## src/rtl/cpd_pkg.sv

```systemverilog
// shared types and constants for the command packet deframer
// no dependencies; used by every other file of the block but cpd_ram

package cpd_pkg;

  localparam int BYTE_W    = 8;
  localparam int CFG_IDX_W = 1;

  localparam logic [CFG_IDX_W-1:0] CFG_STOP_CODE = 1'b0;
  localparam logic [CFG_IDX_W-1:0] CFG_RAW_MODE  = 1'b1;

  localparam logic [BYTE_W-1:0] STOP_CODE_RST = 8'd191;
  localparam logic              RAW_MODE_RST  = 1'b0;

  typedef logic [BYTE_W-1:0] byte_t;

  // controller to datapath
  typedef struct packed {
    logic load;     // input beat accepted
    logic prime;    // read packet entry 0
    logic advance;  // output beat taken, step to next entry
    logic raw_sel;  // present the raw byte
  } cmd_t;

  // datapath to controller
  typedef struct packed {
    logic raw_mode;
    logic is_stop;
    logic at_last;
  } stat_t;

endpackage

```

## src/rtl/cpd_ifs.sv

```systemverilog
// channel interfaces: input byte, packet output and register write
// depends on cpd_pkg

interface cpd_in_if;
  logic           valid;
  logic           ready;
  cpd_pkg::byte_t rx_byte;

  modport source (output valid, output rx_byte, input ready);
  modport sink   (input valid, input rx_byte, output ready);
endinterface

interface cpd_out_if;
  logic           valid;
  logic           ready;
  cpd_pkg::byte_t packet_byte;
  logic           last_of_packet;
  logic           is_raw;

  modport source (output valid, output packet_byte, output last_of_packet, output is_raw,
                  input ready);
  modport sink   (input valid, input packet_byte, input last_of_packet, input is_raw,
                  output ready);
endinterface

interface cpd_cfg_if;
  logic                            valid;
  logic                            ready;
  logic [cpd_pkg::CFG_IDX_W-1:0]   index;
  cpd_pkg::byte_t                  data;

  modport source (output valid, output index, output data, input ready);
  modport sink   (input valid, input index, input data, output ready);
endinterface

```

## src/rtl/cpd_ram.sv

```systemverilog
// generic single write port ram with registered read
// no dependencies

module cpd_ram #(
  parameter int WIDTH = 8,
  parameter int DEPTH = 16
) (
  input  logic                     clk,
  input  logic                     we,
  input  logic [$clog2(DEPTH)-1:0] waddr,
  input  logic [WIDTH-1:0]         wdata,
  input  logic [$clog2(DEPTH)-1:0] raddr,
  output logic [WIDTH-1:0]         rdata
);

  logic [WIDTH-1:0] mem [DEPTH];

  always_ff @(posedge clk) begin
    if (we) begin
      mem[waddr] <= wdata;
    end
    rdata <= mem[raddr];
  end

endmodule

```

## src/rtl/cpd_ctrl.sv

```systemverilog
// controller state machine: sequences accept, packet drain and raw beats
// depends on cpd_pkg

module cpd_ctrl (
  input  logic           clk,
  input  logic           rst_n,
  input  logic           in_valid,
  output logic           in_ready,
  output logic           out_valid,
  input  logic           out_ready,
  input  cpd_pkg::stat_t stat,
  output cpd_pkg::cmd_t  cmd
);

  localparam logic [1:0] S_IDLE  = 2'd0;
  localparam logic [1:0] S_PRIME = 2'd1;
  localparam logic [1:0] S_DRAIN = 2'd2;
  localparam logic [1:0] S_RAW   = 2'd3;

  logic [1:0] state_r;
  logic [1:0] state_nxt;
  logic       in_fire;
  logic       out_fire;

  assign in_ready  = (state_r == S_IDLE);
  assign out_valid = (state_r == S_DRAIN) || (state_r == S_RAW);
  assign in_fire   = in_valid && in_ready;
  assign out_fire  = out_valid && out_ready;

  assign cmd.load    = in_fire;
  assign cmd.prime   = (state_r == S_PRIME);
  assign cmd.advance = (state_r == S_DRAIN) && out_fire && !stat.at_last;
  assign cmd.raw_sel = (state_r == S_RAW);

  always_comb begin
    state_nxt = state_r;
    case (state_r)
      S_IDLE: begin
        if (in_fire) begin
          if (stat.raw_mode) begin
            state_nxt = S_RAW;
          end else if (stat.is_stop) begin
            state_nxt = S_PRIME;
          end
        end
      end
      S_PRIME: begin
        state_nxt = S_DRAIN;
      end
      S_DRAIN: begin
        if (out_fire && stat.at_last) begin
          state_nxt = S_IDLE;
        end
      end
      S_RAW: begin
        if (out_fire) begin
          state_nxt = S_IDLE;
        end
      end
      default: begin
        state_nxt = S_IDLE;
      end
    endcase
  end

  always_ff @(posedge clk) begin
    if (!rst_n) begin
      state_r <= S_IDLE;
    end else begin
      state_r <= state_nxt;
    end
  end

endmodule

```

## src/rtl/cpd_dp.sv

```systemverilog
// datapath: config registers, write position, packet store and output select
// depends on cpd_pkg and cpd_ram

module cpd_dp #(
  parameter int DEPTH = 16
) (
  input  logic                          clk,
  input  logic                          rst_n,
  input  cpd_pkg::cmd_t                 cmd,
  output cpd_pkg::stat_t                stat,
  input  cpd_pkg::byte_t                rx_byte,
  input  logic                          cfg_we,
  input  logic [cpd_pkg::CFG_IDX_W-1:0] cfg_index,
  input  cpd_pkg::byte_t                cfg_data,
  output cpd_pkg::byte_t                packet_byte,
  output logic                          last_of_packet,
  output logic                          is_raw
);

  localparam int AW = $clog2(DEPTH);
  localparam logic [AW-1:0] TOP_ADDR = AW'(DEPTH - 1);

  cpd_pkg::byte_t stop_code_r;
  logic           raw_mode_r;
  logic [AW-1:0]  pos_r;
  logic [AW-1:0]  pos_nxt;
  logic [AW-1:0]  last_r;
  logic [AW-1:0]  idx_r;
  cpd_pkg::byte_t raw_byte_r;
  logic [AW-1:0]  wr_addr;
  logic [AW-1:0]  rd_addr;
  logic           wr_en;
  logic           is_start;
  cpd_pkg::byte_t ram_dout;

  assign is_start = rx_byte > stop_code_r;
  assign wr_addr  = is_start ? '0 : pos_r;
  assign wr_en    = cmd.load && !raw_mode_r;

  assign stat.raw_mode = raw_mode_r;
  assign stat.is_stop  = (rx_byte == stop_code_r);
  assign stat.at_last  = (idx_r == last_r);

  always_comb begin
    if (stat.is_stop || (wr_addr == TOP_ADDR)) begin
      pos_nxt = '0;
    end else begin
      pos_nxt = wr_addr + AW'(1);
    end
  end

  always_comb begin
    if (cmd.prime) begin
      rd_addr = '0;
    end else if (cmd.advance) begin
      rd_addr = idx_r + AW'(1);
    end else begin
      rd_addr = idx_r;
    end
  end

  cpd_ram #(
    .WIDTH (cpd_pkg::BYTE_W),
    .DEPTH (DEPTH)
  ) u_store (
    .clk   (clk),
    .we    (wr_en),
    .waddr (wr_addr),
    .wdata (rx_byte),
    .raddr (rd_addr),
    .rdata (ram_dout)
  );

  // control state
  always_ff @(posedge clk) begin
    if (!rst_n) begin
      stop_code_r <= cpd_pkg::STOP_CODE_RST;
      raw_mode_r  <= cpd_pkg::RAW_MODE_RST;
      pos_r       <= '0;
    end else begin
      if (cfg_we) begin
        case (cfg_index)
          cpd_pkg::CFG_STOP_CODE: stop_code_r <= cfg_data;
          cpd_pkg::CFG_RAW_MODE:  raw_mode_r  <= cfg_data[0];
          default: ;
        endcase
      end
      if (wr_en) begin
        pos_r <= pos_nxt;
      end
    end
  end

  // payload
  always_ff @(posedge clk) begin
    if (wr_en) begin
      last_r <= wr_addr;
    end
    if (cmd.load) begin
      raw_byte_r <= rx_byte;
    end
    if (cmd.prime || cmd.advance) begin
      idx_r <= rd_addr;
    end
  end

  assign packet_byte    = cmd.raw_sel ? raw_byte_r : ram_dout;
  assign last_of_packet = cmd.raw_sel || stat.at_last;
  assign is_raw         = cmd.raw_sel;

endmodule

```

## src/rtl/command_packet_deframer.sv

```systemverilog
// top level of the command packet deframer: controller, datapath and channel ports
// depends on cpd_pkg, cpd_ifs, cpd_ctrl and cpd_dp
//
// channel  dir  payload                                  beat when
// in_ch    in   rx_byte                                  valid && ready
// out_ch   out  packet_byte, last_of_packet, is_raw      valid && ready
// cfg_ch   in   index, data                              valid && ready (ready always high)
//
// a byte that does not end a packet is stored and the block stays ready for the next byte
// a stop byte is accepted, then the store is read (prime state), then the packet drains one byte per output beat
// a raw byte is accepted, then presented as a single output beat
// output stalls hold the current beat; input is not taken while a packet drains
// rst_n is synchronous: stop code 191, framing mode, write position 0

module command_packet_deframer #(
  parameter int PACKET_DEPTH = 16
) (
  input  logic        clk,
  input  logic        rst_n,
  cpd_in_if.sink      in_ch,
  cpd_out_if.source   out_ch,
  cpd_cfg_if.sink     cfg_ch
);

  cpd_pkg::cmd_t  cmd;
  cpd_pkg::stat_t stat;

  assign cfg_ch.ready = 1'b1;

  cpd_ctrl u_ctrl (
    .clk       (clk),
    .rst_n     (rst_n),
    .in_valid  (in_ch.valid),
    .in_ready  (in_ch.ready),
    .out_valid (out_ch.valid),
    .out_ready (out_ch.ready),
    .stat      (stat),
    .cmd       (cmd)
  );

  cpd_dp #(
    .DEPTH (PACKET_DEPTH)
  ) u_dp (
    .clk            (clk),
    .rst_n          (rst_n),
    .cmd            (cmd),
    .stat           (stat),
    .rx_byte        (in_ch.rx_byte),
    .cfg_we         (cfg_ch.valid && cfg_ch.ready),
    .cfg_index      (cfg_ch.index),
    .cfg_data       (cfg_ch.data),
    .packet_byte    (out_ch.packet_byte),
    .last_of_packet (out_ch.last_of_packet),
    .is_raw         (out_ch.is_raw)
  );

`ifndef ASSERT_OFF
  a_no_overlap: assert property (@(posedge clk) disable iff (!rst_n)
    !(in_ch.ready && out_ch.valid))
    else $error("input taken while output beat pending");

  a_stop_drains: assert property (@(posedge clk) disable iff (!rst_n)
    (in_ch.valid && in_ch.ready && !stat.raw_mode && stat.is_stop)
      |=> !out_ch.valid ##1 out_ch.valid)
    else $error("stop byte did not start a packet drain");

  a_drain_continues: assert property (@(posedge clk) disable iff (!rst_n)
    (out_ch.valid && out_ch.ready && !out_ch.last_of_packet) |=> out_ch.valid)
    else $error("packet drain stopped before last beat");
`endif

endmodule

```

## src/flat_wrapper.sv

```systemverilog
// flat-port wrapper written by rule: the top's interface ports become plain ports
module command_packet_deframer_flat 
#(
  parameter int PACKET_DEPTH = 16
)
  (clk, rst_n, in_ch_valid, in_ch_rx_byte, in_ch_ready, out_ch_valid, out_ch_packet_byte, out_ch_last_of_packet, out_ch_is_raw, out_ch_ready, cfg_ch_valid, cfg_ch_index, cfg_ch_data, cfg_ch_ready);
  cpd_in_if in_ch_i ();
  cpd_out_if out_ch_i ();
  cpd_cfg_if cfg_ch_i ();
  input  logic clk;
  input  logic rst_n;
  input wire logic [$bits(in_ch_i.valid)-1:0] in_ch_valid;
  input wire logic [$bits(in_ch_i.rx_byte)-1:0] in_ch_rx_byte;
  output wire logic [$bits(in_ch_i.ready)-1:0] in_ch_ready;
  output wire logic [$bits(out_ch_i.valid)-1:0] out_ch_valid;
  output wire logic [$bits(out_ch_i.packet_byte)-1:0] out_ch_packet_byte;
  output wire logic [$bits(out_ch_i.last_of_packet)-1:0] out_ch_last_of_packet;
  output wire logic [$bits(out_ch_i.is_raw)-1:0] out_ch_is_raw;
  input wire logic [$bits(out_ch_i.ready)-1:0] out_ch_ready;
  input wire logic [$bits(cfg_ch_i.valid)-1:0] cfg_ch_valid;
  input wire logic [$bits(cfg_ch_i.index)-1:0] cfg_ch_index;
  input wire logic [$bits(cfg_ch_i.data)-1:0] cfg_ch_data;
  output wire logic [$bits(cfg_ch_i.ready)-1:0] cfg_ch_ready;
  assign in_ch_i.valid = in_ch_valid;
  assign in_ch_i.rx_byte = in_ch_rx_byte;
  assign in_ch_ready = in_ch_i.ready;
  assign out_ch_valid = out_ch_i.valid;
  assign out_ch_packet_byte = out_ch_i.packet_byte;
  assign out_ch_last_of_packet = out_ch_i.last_of_packet;
  assign out_ch_is_raw = out_ch_i.is_raw;
  assign out_ch_i.ready = out_ch_ready;
  assign cfg_ch_i.valid = cfg_ch_valid;
  assign cfg_ch_i.index = cfg_ch_index;
  assign cfg_ch_i.data = cfg_ch_data;
  assign cfg_ch_ready = cfg_ch_i.ready;
  command_packet_deframer #(.PACKET_DEPTH(PACKET_DEPTH)) u_core (.clk(clk), .rst_n(rst_n), .in_ch(in_ch_i), .out_ch(out_ch_i), .cfg_ch(cfg_ch_i));
endmodule
```

## config.mk

```make
export PLATFORM = sky130hd
export DESIGN_NAME = command_packet_deframer_flat
export DESIGN_NICKNAME = d
export VERILOG_FILES = /design/src/rtl/cpd_pkg.sv /design/src/rtl/cpd_ifs.sv /design/src/rtl/cpd_ram.sv /design/src/rtl/cpd_ctrl.sv /design/src/rtl/cpd_dp.sv /design/src/rtl/command_packet_deframer.sv /design/src/flat_wrapper.sv
export SDC_FILE = /design/constraint.sdc
export NUM_CORES = 1
export LEC_CHECK = 0
export BUFFER_PORTS_ARGS = -buffer_cell sky130_fd_sc_hd__buf_2
export CAP_MARGIN = 10
export CELL_PAD_IN_SITES_DETAIL_PLACEMENT = 0
export CELL_PAD_IN_SITES_GLOBAL_PLACEMENT = 1
export CORE_AREA = 4 4 119 121
export DETAILED_ROUTE_END_ITERATION = 6
export DIE_AREA = 0 0 123 125
export MAX_ROUTING_LAYER = met4
export PLACE_DENSITY_LB_ADDON = 0.1
export SYNTH_ARGS = -nofsm -noshare
export SYNTH_HDL_FRONTEND = slang
export SYNTH_SLANG_ARGS = --single-unit
```

## constraint.sdc

```tcl
create_clock -name clk -period 5.7 [get_ports clk]
set_clock_uncertainty 0.1 [all_clocks]
set_input_delay 1.14 -clock clk [delete_from_list [all_inputs] [get_ports clk]]
set_output_delay 1.14 -clock clk [all_outputs]
set_load 0.005 [all_outputs]
```

==> results.ini, run 1 <==
[die]
die_area_sq_um = 15400
core-area_sq_um = 13100
ios = 35
rows = 42
die_w_um = 123
die_y_um = 125
initial_core_util_pct = 52.9

[clocking]
clk_pin_slew_ps = 60
cts_sinks = 167
cts_setup_buffers = 0
htreeDepth = 4
cts-root-buf = clkbuf_16
clockBufferDepth = 2
clock_latency_ps = 420
cts_resized = 0
cts_hold_buf = 0
tritoncts = built
numCtsBuffers = 17

[layout]
postLayoutCellArea_sq_um = 7690
syn_to_final_growth_pct = 11.1
mostFrequentLayoutCells = edfxtp_1, nand2_1, a21oi_1, buf_2, dfxtp_1
num_antenna_cells = 0
nNetsFinal = 597
final_common_cell = edfxtp_1
drive_gt1_share_pct = 13.8

[drt]
wl_per_cell_um = 19.5
num_vias = 4248
drc = 0
vias_per_cell = 5.66
drt_pass1_iterations = 4
totalWireLength_mm = 14.6
ant_nets = 0
drt-initial-drc-count = 369

[yosys]
postSynthCellCount = 535
synth_edf_count = 144
synthesis.nets = 570
yosys_warnings = 0
ys_seq_area_share_pct = 69.1
ys_async_sr_fraction_pct = 0
synth.avg_cell_area_sq_um = 12.9
synth_ff_type = edfxtp_1
ys_ff_latch = 167
synthDistinctLibCells = 43
synth_area_sq_um = 6920

[placed_design]
place_congestion = 0.821
portBuffers = 33
dpl_cell_area_sq_um = 7190
dp_hpwl_mm = 9.61
place_ws_ps = 1110

[critical_path]
cp-start-kind = input pin
required_ps = 5650
critPathMaxFanout = 18
worstSetupEndpointType = flip-flop
critical_path_class = in -> reg
cp_slowest_cell = nor2_1
worstPathArrival_ps = 4140
max_stage_delay_ps = 590
crit_path_cell_trace = buf_2 -> ha_1 -> nor2b_1 -> o21a_1 -> o21ai_0 -> a21oi_1 -> o21ai_1 -> nand2_1 -> inv_1 -> ha_1 -> nand2_1 -> nor2_1

[timing]
slew-limit-headroom_pct = 29.1
finalHoldViolCount = 0
worst_slew_pin_slew_ps = 1040
fin_crit_sh_pct = 73.5
final.setup.worst_slack_ps = 1510
setup_violations = 0
finalCriticalPeriod_ps = 4190
rsz0062_at_grt = no
clock.fmax_mhz = 239
fin_tns_setup_ps = 0
drv_slew = 0

[global_routing]
grt.overflow.total = 0
grt_pass1_vias = 4092
antenna_found_initial = 0
grt_pass1_wl_mm = 22.6
grt_max_degree = 65
grt_use_total_pct = 20.6

[power]
p_per_area_nw_per_um2 = 326
leakage_uw = 0.00275
irDropWorstVdd_uv = 204

[flow_run]
maxCapViolCount = 0

[min_path]
worst_hold_path_type = reg -> reg

[status]
status = completed

[worst paths after layout]
path | from | to | slack [ps] | cells past startpoint
hold reg to reg | u_core.u_dp.stop_code_r[6] | u_core.u_dp.stop_code_r[6] | 370 | 2
hold / removal | u_core.u_dp.stop_code_r[6] | u_core.u_dp.stop_code_r[6] | 370 | 2
setup reg to reg | u_core.u_dp.idx_r[2] | u_core.u_dp.u_store.rdata[7] | 2110 | 8
setup / recovery | in_ch_rx_byte[1] | u_core.u_dp.u_store.mem[11][2] | 1510 | 12
[kinds of logic after synthesis]
| kind of cell | share of synthesized area [%] |
|---|---|
| mux | 1.66 |
| fa+ha+maj | 2.35 |
| buf+inv | 3.33 |
| compound gates | 12.0 |
| flops | 69.1 |
| simple gates | 11.0 |
| xor+xnor | 0.506 |
| other cells | 0.0542 |
[area by class of cell]
| class | count | area (sq um) |
|---|---|---|
| Timing Repair Buffer | 38 | 203 |
| Tap cell | 176 | 220 |
| Inverter | 17 | 63.8 |
| Sequential cell | 167 | 4780 |
| Fill cell | 1064 | 5400 |
| Multi-Input combinational cell | 321 | 1920 |
| Clock buffer | 20 | 437 |
| Clock inverter | 11 | 60.1 |
[through the flow]
stage                     instances  hold slack [ps]  util (%)  power [uW]
after floorplan                 535              344         -        1500
after global placement          719              359      54.9        1560
after detailed placement        719              367      54.9        1560
after CTS                       750              375      58.7        2520
after global routing            750              402      58.7        2610
final                           750              368      58.7        2510
[cells in the mapped netlist, types with 5 or more instances]
master      n  area share (%)
mux2_2      8             1.3
nor2b_1     5            0.45
a32o_1     16             2.3
a221o_1     8             1.2
inv_1      16            0.87
o211ai_1    7            0.76
clkbuf_1   14            0.76
a21boi_0    6            0.65
a21oi_1    37             2.7
ha_1       13             2.4
edfxtp_1  144              62
o22ai_1     9            0.81
o21ai_0     5            0.36
nand2_1   126             6.8
nand3_1     6            0.43
dfxtp_1    23             6.7
a32oi_1    16             2.0
nor2_1     21             1.1
buf_2       7            0.51
[worst max-delay path: cells and delay by family]
kind / cells / cell delay (ps)
AND/OR/NAND/NOR: 4 / 1090
adder cells (fa/ha/maj): 2 / 540
AO/OA/AOI/OAI: 4 / 930
buffers and inverters: 2 / 430
[report_power, final]
part | switching (uW) | internal, uW
sequential | 9.53 | 1360
clock | 429 | 545
combinational | 111 | 57.4
[per-layer routing]
layer  vias up  share of wire [%]  wire (um)  global-route usage (%)
met5         -                  0          0                       -
met3        20                3.6        527                    4.70
met1      2111                 44       6480                    26.9
met2        85                 50       7280                    31.8
met4         0                2.4        354                    7.17
li1       2032                  -          -                       -
[flip-flops by register name (all words and copies together), names as in the netlist]
name,cells
u_core.u_dp.u_store.mem,128
u_core.u_dp.raw_byte_r,8
u_core.u_dp.stop_code_r,8
u_core.u_dp.u_store.rdata,8
u_core.u_dp.idx_r,4
u_core.u_dp.last_r,4
u_core.u_dp.pos_r,4
u_core.u_ctrl.state_r,2
u_core.u_dp.raw_mode_r,1
Power figures use the tool's default switching activity.
==> run 2: changes to the inputs <==
--- a/config.mk
+++ b/config.mk
@@ -9,9 +9,9 @@
 export CAP_MARGIN = 10
 export CELL_PAD_IN_SITES_DETAIL_PLACEMENT = 0
 export CELL_PAD_IN_SITES_GLOBAL_PLACEMENT = 1
-export CORE_AREA = 4 4 119 121
+export CORE_AREA = 4 4 130 132
 export DETAILED_ROUTE_END_ITERATION = 6
-export DIE_AREA = 0 0 123 125
+export DIE_AREA = 0 0 134 136
 export MAX_ROUTING_LAYER = met4
 export PLACE_DENSITY_LB_ADDON = 0.1
 export SYNTH_ARGS = -nofsm -noshare
==> constraint.sdc (replaced) <==
create_clock -name clk -period 3.5 [get_ports clk]
set_clock_uncertainty 0.1 [all_clocks]
set_input_delay 0.7 -clock clk [delete_from_list [all_inputs] [get_ports clk]]
set_output_delay 0.7 -clock clk [all_outputs]
set_load 0.005 [all_outputs]
==> run 2 against run 1 <==
Net effect: sequential power is 62% higher; global-route usage shrank 1.4 points; sequential share of layout area is 3.3 points lower; total power is 75% higher; via count up 4.4%; utilization decreased by 7.1 points; non-clock buffer count grew 30; combinational power is 83% higher; routed wire length rose by 9.8%; final cell count is 9.5% higher; clock power is 91% higher; flip-flop and latch count unchanged.
==> results.ini, run 2 (synthesized netlist as in run 1, its figures left out) <==
[clocking]
cts_sinks = 167
numCtsBuffers = 17
clk_pin_slew_ps = 60
cts_setup_buffers = 0
clock_latency_ps = 420
cts_hold_buf = 0
cts-root-buf = clkbuf_16
htreeDepth = 4
tritoncts = built
clockBufferDepth = 2
cts_resized = 0

[layout]
num_antenna_cells = 0
drive_gt1_share_pct = 19.2
regArea_sq_um = 4780
fill_cells = 1379
largest_reg_flops = 128
syn_to_final_growth_pct = 17.2
final_common_cell = edfxtp_1
nNetsFinal = 627
regMostFlops = u_core.u_dp.u_store.mem
mostFrequentLayoutCells = edfxtp_1, nand2_1, a21oi_1, buf_2, buf_4
multi_input_area_sq_um = 1920

[flow_run]
maxCapViolCount = 0

[timing]
fin_crit_sh_pct = 87.7
final.setup.worst_slack_ps = 429
drv_slew = 0
worst_slew_pin_slew_ps = 846
finalHoldViolCount = 0
finalCriticalPeriod_ps = 3070
setup_violations = 0
clock.fmax_mhz = 326
rsz0062_at_grt = no
slew-limit-headroom_pct = 43.4
fin_tns_setup_ps = 0

[die]
initial_core_util_pct = 44.0
rows = 46
die_y_um = 136
die_w_um = 134
ios = 35
die_area_sq_um = 18200
core-area_sq_um = 15700

[global_routing]
grt.overflow.total = 0
grt_max_degree = 66
grt_use_total_pct = 19.1
grt_pass1_wl_mm = 24.8
antenna_found_initial = 0
grt_pass1_vias = 4255

[critical_path]
max_stage_delay_ps = 590
critical_path_class = reg -> reg
reg2reg_setup_slack_ps = 430
required_ps = 3770
worstSetupEndpointType = flip-flop
cp-start-kind = flip-flop
cp_slowest_cell = o41ai_4
crit_path_cell_trace = xor2_1 -> o41ai_4 -> mux2_4 -> inv_2 -> buf_12 -> nand2_1 -> a32o_1 -> o22ai_1 -> a221o_1
worstPathArrival_ps = 3340
critPathMaxFanout = 64

[power]
irDropWorstVdd_uv = 311
leakage_uw = 0.00298
p_per_area_nw_per_um2 = 541
fin_total_pwr_uw = 4390

[placed_design]
place_congestion = 0.851
place_ws_ps = 43.7
portBuffers = 33
dp_hpwl_mm = 10.3

[drt]
vias_per_cell = 5.40
totalWireLength_mm = 16.1
num_vias = 4435
drt_pass1_iterations = 5
drt-initial-drc-count = 447
ant_nets = 0
drc = 0
wl_per_cell_um = 19.6

[min_path]
worst_hold_path_type = reg -> reg

[status]
status = completed

## run 2: cell types whose count changed in the layout (fill, tap and decap cells not counted)
cell        previous run  this run
clkinv_4               0         2
inv_4                  0         2
clkbuf_8               0         2
clkinvlp_4             2         0
clkinv_1               3         0
clkbuf_1               3         0
buf_12                 0         3
clkbuf_16             17        21
inv_6                  1         0
buf_4                  5        32
## run 2: path summary, 6_finish.rpt
check	startpoint	to	depth (start not counted)
setup / recovery	u_core.u_dp.idx_r[2]	u_core.u_dp.u_store.rdata[4]	9
hold reg to reg	u_core.u_dp.stop_code_r[6]	u_core.u_dp.stop_code_r[6]	2
setup reg to reg	u_core.u_dp.idx_r[2]	u_core.u_dp.u_store.rdata[4]	9
hold / removal	u_core.u_dp.stop_code_r[6]	u_core.u_dp.stop_code_r[6]	2
## run 2: through the flow
stage | cell area (sq um) | utilization (%) | cells | hold WS (ps)
after global placement | 7500 | 47.7 | 789 | 365
after floorplan | 6920 | - | 535 | 344
final | 8110 | 51.6 | 821 | 368
after global routing | 8110 | 51.6 | 821 | 394
after detailed placement | 7500 | 47.7 | 789 | 365
after CTS | 8110 | 51.6 | 821 | 374
## run 2: cell type report
cell class,count,area share [%]
Clock buffer,23,6.82
Clock inverter,9,0.679
Inverter,17,0.787
Multi-Input combinational cell,321,23.7
Sequential cell,167,59.0
Tap cell,216,3.33
Timing Repair Buffer,68,5.74
## run 2: metal layers
metal	GRT usage, %	vias up	wire length (um)
met5	-	-	0
met4	6.17	0	232
met3	4.15	18	730
met2	28.8	116	7570
met1	26.1	2203	7550
li1	-	2098	-
## run 2: worst max-delay path: cells and delay by family, from the launching register on
kind | cells | cell delay (ps)
AOI/OAI and AO/OA | 4 | 1420
buffers and inverters | 2 | 360
DFF | 1 | 440
and+or+nand+nor | 1 | 100
xor gates and xnor gates | 1 | 220
muxes | 1 | 370
## run 2: report_power, final
group          switching, uW  total [uW]  leakage [uW]  internal, uW
Sequential              15.8        2220       0.00150          2210
Clock                    747        1860      0.000310          1110
Combinational            194         307       0.00117           113
==> run 3: changes to the inputs <==
--- a/config.mk
+++ b/config.mk
@@ -7,7 +7,7 @@
 export LEC_CHECK = 0
 export BUFFER_PORTS_ARGS = -buffer_cell sky130_fd_sc_hd__buf_2
 export CAP_MARGIN = 10
-export CELL_PAD_IN_SITES_DETAIL_PLACEMENT = 0
+export CELL_PAD_IN_SITES_DETAIL_PLACEMENT = 1
 export CELL_PAD_IN_SITES_GLOBAL_PLACEMENT = 1
 export CORE_AREA = 4 4 130 132
 export DETAILED_ROUTE_END_ITERATION = 6
==> run 3 against run 2 <==
Net effect: sequential power barely moved; via count rose by 0.97%; combinational power barely moved; register-to-register slack got worse by 80 ps; routed wire length rose by 7.1%; clock power barely moved; final cell count did not move; largest cell class unchanged.
==> results.ini, run 3 (synthesized netlist as in run 1, its figures left out) <==
[clocking]
cts_setup_buffers = 0
cts-root-buf = clkbuf_16
tritoncts = built
clockBufferDepth = 2
clock_latency_ps = 420
cts_sinks = 167
cts_hold_buf = 0
htreeDepth = 4
cts_resized = 0
clk_pin_slew_ps = 60
numCtsBuffers = 17

[min_path]
worst_hold_path_type = reg -> reg

[timing]
finalHoldViolCount = 0
hold_ws_ps = 388
setup_violations = 0
fin_crit_sh_pct = 90.7
finalCriticalPeriod_ps = 3180
rsz0062_at_grt = no
slew-limit-headroom_pct = 42.5
worst_slew_pin_slew_ps = 861
clock.fmax_mhz = 315
final.setup.worst_slack_ps = 325
drv_slew = 0

[drt]
drt-initial-drc-count = 371
totalWireLength_mm = 17.2
drc = 0
ant_nets = 0
wl_per_cell_um = 21.0
drt_pass1_iterations = 5
vias_per_cell = 5.45
num_vias = 4478

[layout]
nNetsFinal = 627
mostFrequentLayoutCells = edfxtp_1, nand2_1, a21oi_1, buf_2, buf_4
syn_to_final_growth_pct = 17.2
regMostFlops = u_core.u_dp.u_store.mem
final_common_cell = edfxtp_1
drive_gt1_share_pct = 19.2
num_antenna_cells = 0
largest_reg_flops = 128
utilization_pct = 51.6

[global_routing]
gr-usage-met1_pct = 27.3
grt_max_degree = 66
grt_use_total_pct = 20.7
met3_usage_pct = 4.18
grt_pass1_wl_mm = 26.9
antenna_found_initial = 0
top_usage_layer = met2
use_met2_pct = 32.0
grt.overflow.total = 0
grt_pass1_vias = 4647

[power]
p_per_area_nw_per_um2 = 546
leakage_uw = 0.00297
irDropWorstVdd_uv = 375

[flow_run]
maxCapViolCount = 0

[status]
status = completed

[critical_path]
worstPathArrival_ps = 3200
worstSetupEndpointType = flip-flop
critPathMaxFanout = 8
cp-start-kind = input pin
required_ps = 3530
critical_path_class = in -> reg

[placed_design]
place_ws_ps = -53.6
place_congestion = 0.851
dp_hpwl_mm = 11.3
portBuffers = 33

[die]
core-area_sq_um = 15700
die_y_um = 136
die_w_um = 134
initial_core_util_pct = 44.0
ios = 35
die_area_sq_um = 18200
rows = 46

## run 3: changes by cell type in the layout (fill, tap and decap cells not counted), sizes merged
cell | previous run | this run
inv | 19 | 23
bufinv | 0 | 1
clkbuf | 23 | 20
clkinvlp | 0 | 1
clkinv | 7 | 4
## run 3: path summary, 6_finish.rpt
check,start,cells after the start,slack (ps),to
hold reg to reg,u_core.u_dp.pos_r[1],2,390,u_core.u_dp.pos_r[1]
setup reg to reg,u_core.u_dp.stop_code_r[1],14,350,u_core.u_dp.u_store.mem[3][6]
hold / removal,u_core.u_dp.pos_r[1],2,390,u_core.u_dp.pos_r[1]
setup / recovery,in_ch_rx_byte[1],14,320,u_core.u_dp.u_store.mem[3][6]
## run 3: stage by stage
stage / TNS, ps / cells / cell area, sq um / power (uW)
4_1_cts: 0 / 821 / 8110 / 4470
3_5_place_dp: -1260 / 789 / 7500 / 2580
2_1_floorplan: 0 / 535 / 6920 / 2440
3_3_place_gp: 0 / 789 / 7500 / 2570
6_report: 0 / 821 / 8110 / 4430
5_1_grt: 0 / 821 / 8110 / 4590
## run 3: layer usage
layer  wire, um  share of wire (%)  up-vias
met5          0                  0        -
met4        386                2.2        0
met3        728                4.2       20
met2       8250                 48      108
met1       7860                 46     2259
li1           -                  -     2091
## run 3: where the power goes
part	leakage [uW]	switching [uW]	internal, uW
Clock	0.000304	779	1110
Sequential	0.00150	17.4	2210
Combinational	0.00117	197	114
Total	0.00297	992	3430
## run 3: area by class of cell
type	instances	area [sq um]
clock buffer	20	500
clock inverter	12	108
fill	1642	7600
inverter	17	63.8
multi-input combinational	321	1920
sequential	167	4780
tap	216	270
timing repair buffer	68	465
## run 3: critical path, cell delays in order
cell	delay (ps)
buf_2	110
ha_1	300
nor2b_1	130
o21a_1	160
o21ai_0	160
a21oi_1	110
o21ai_1	360
nand2_1	170
buf_4	170
inv_1	100
ha_1	240
nand2_1	180
nor2_1	140
buf_4	180
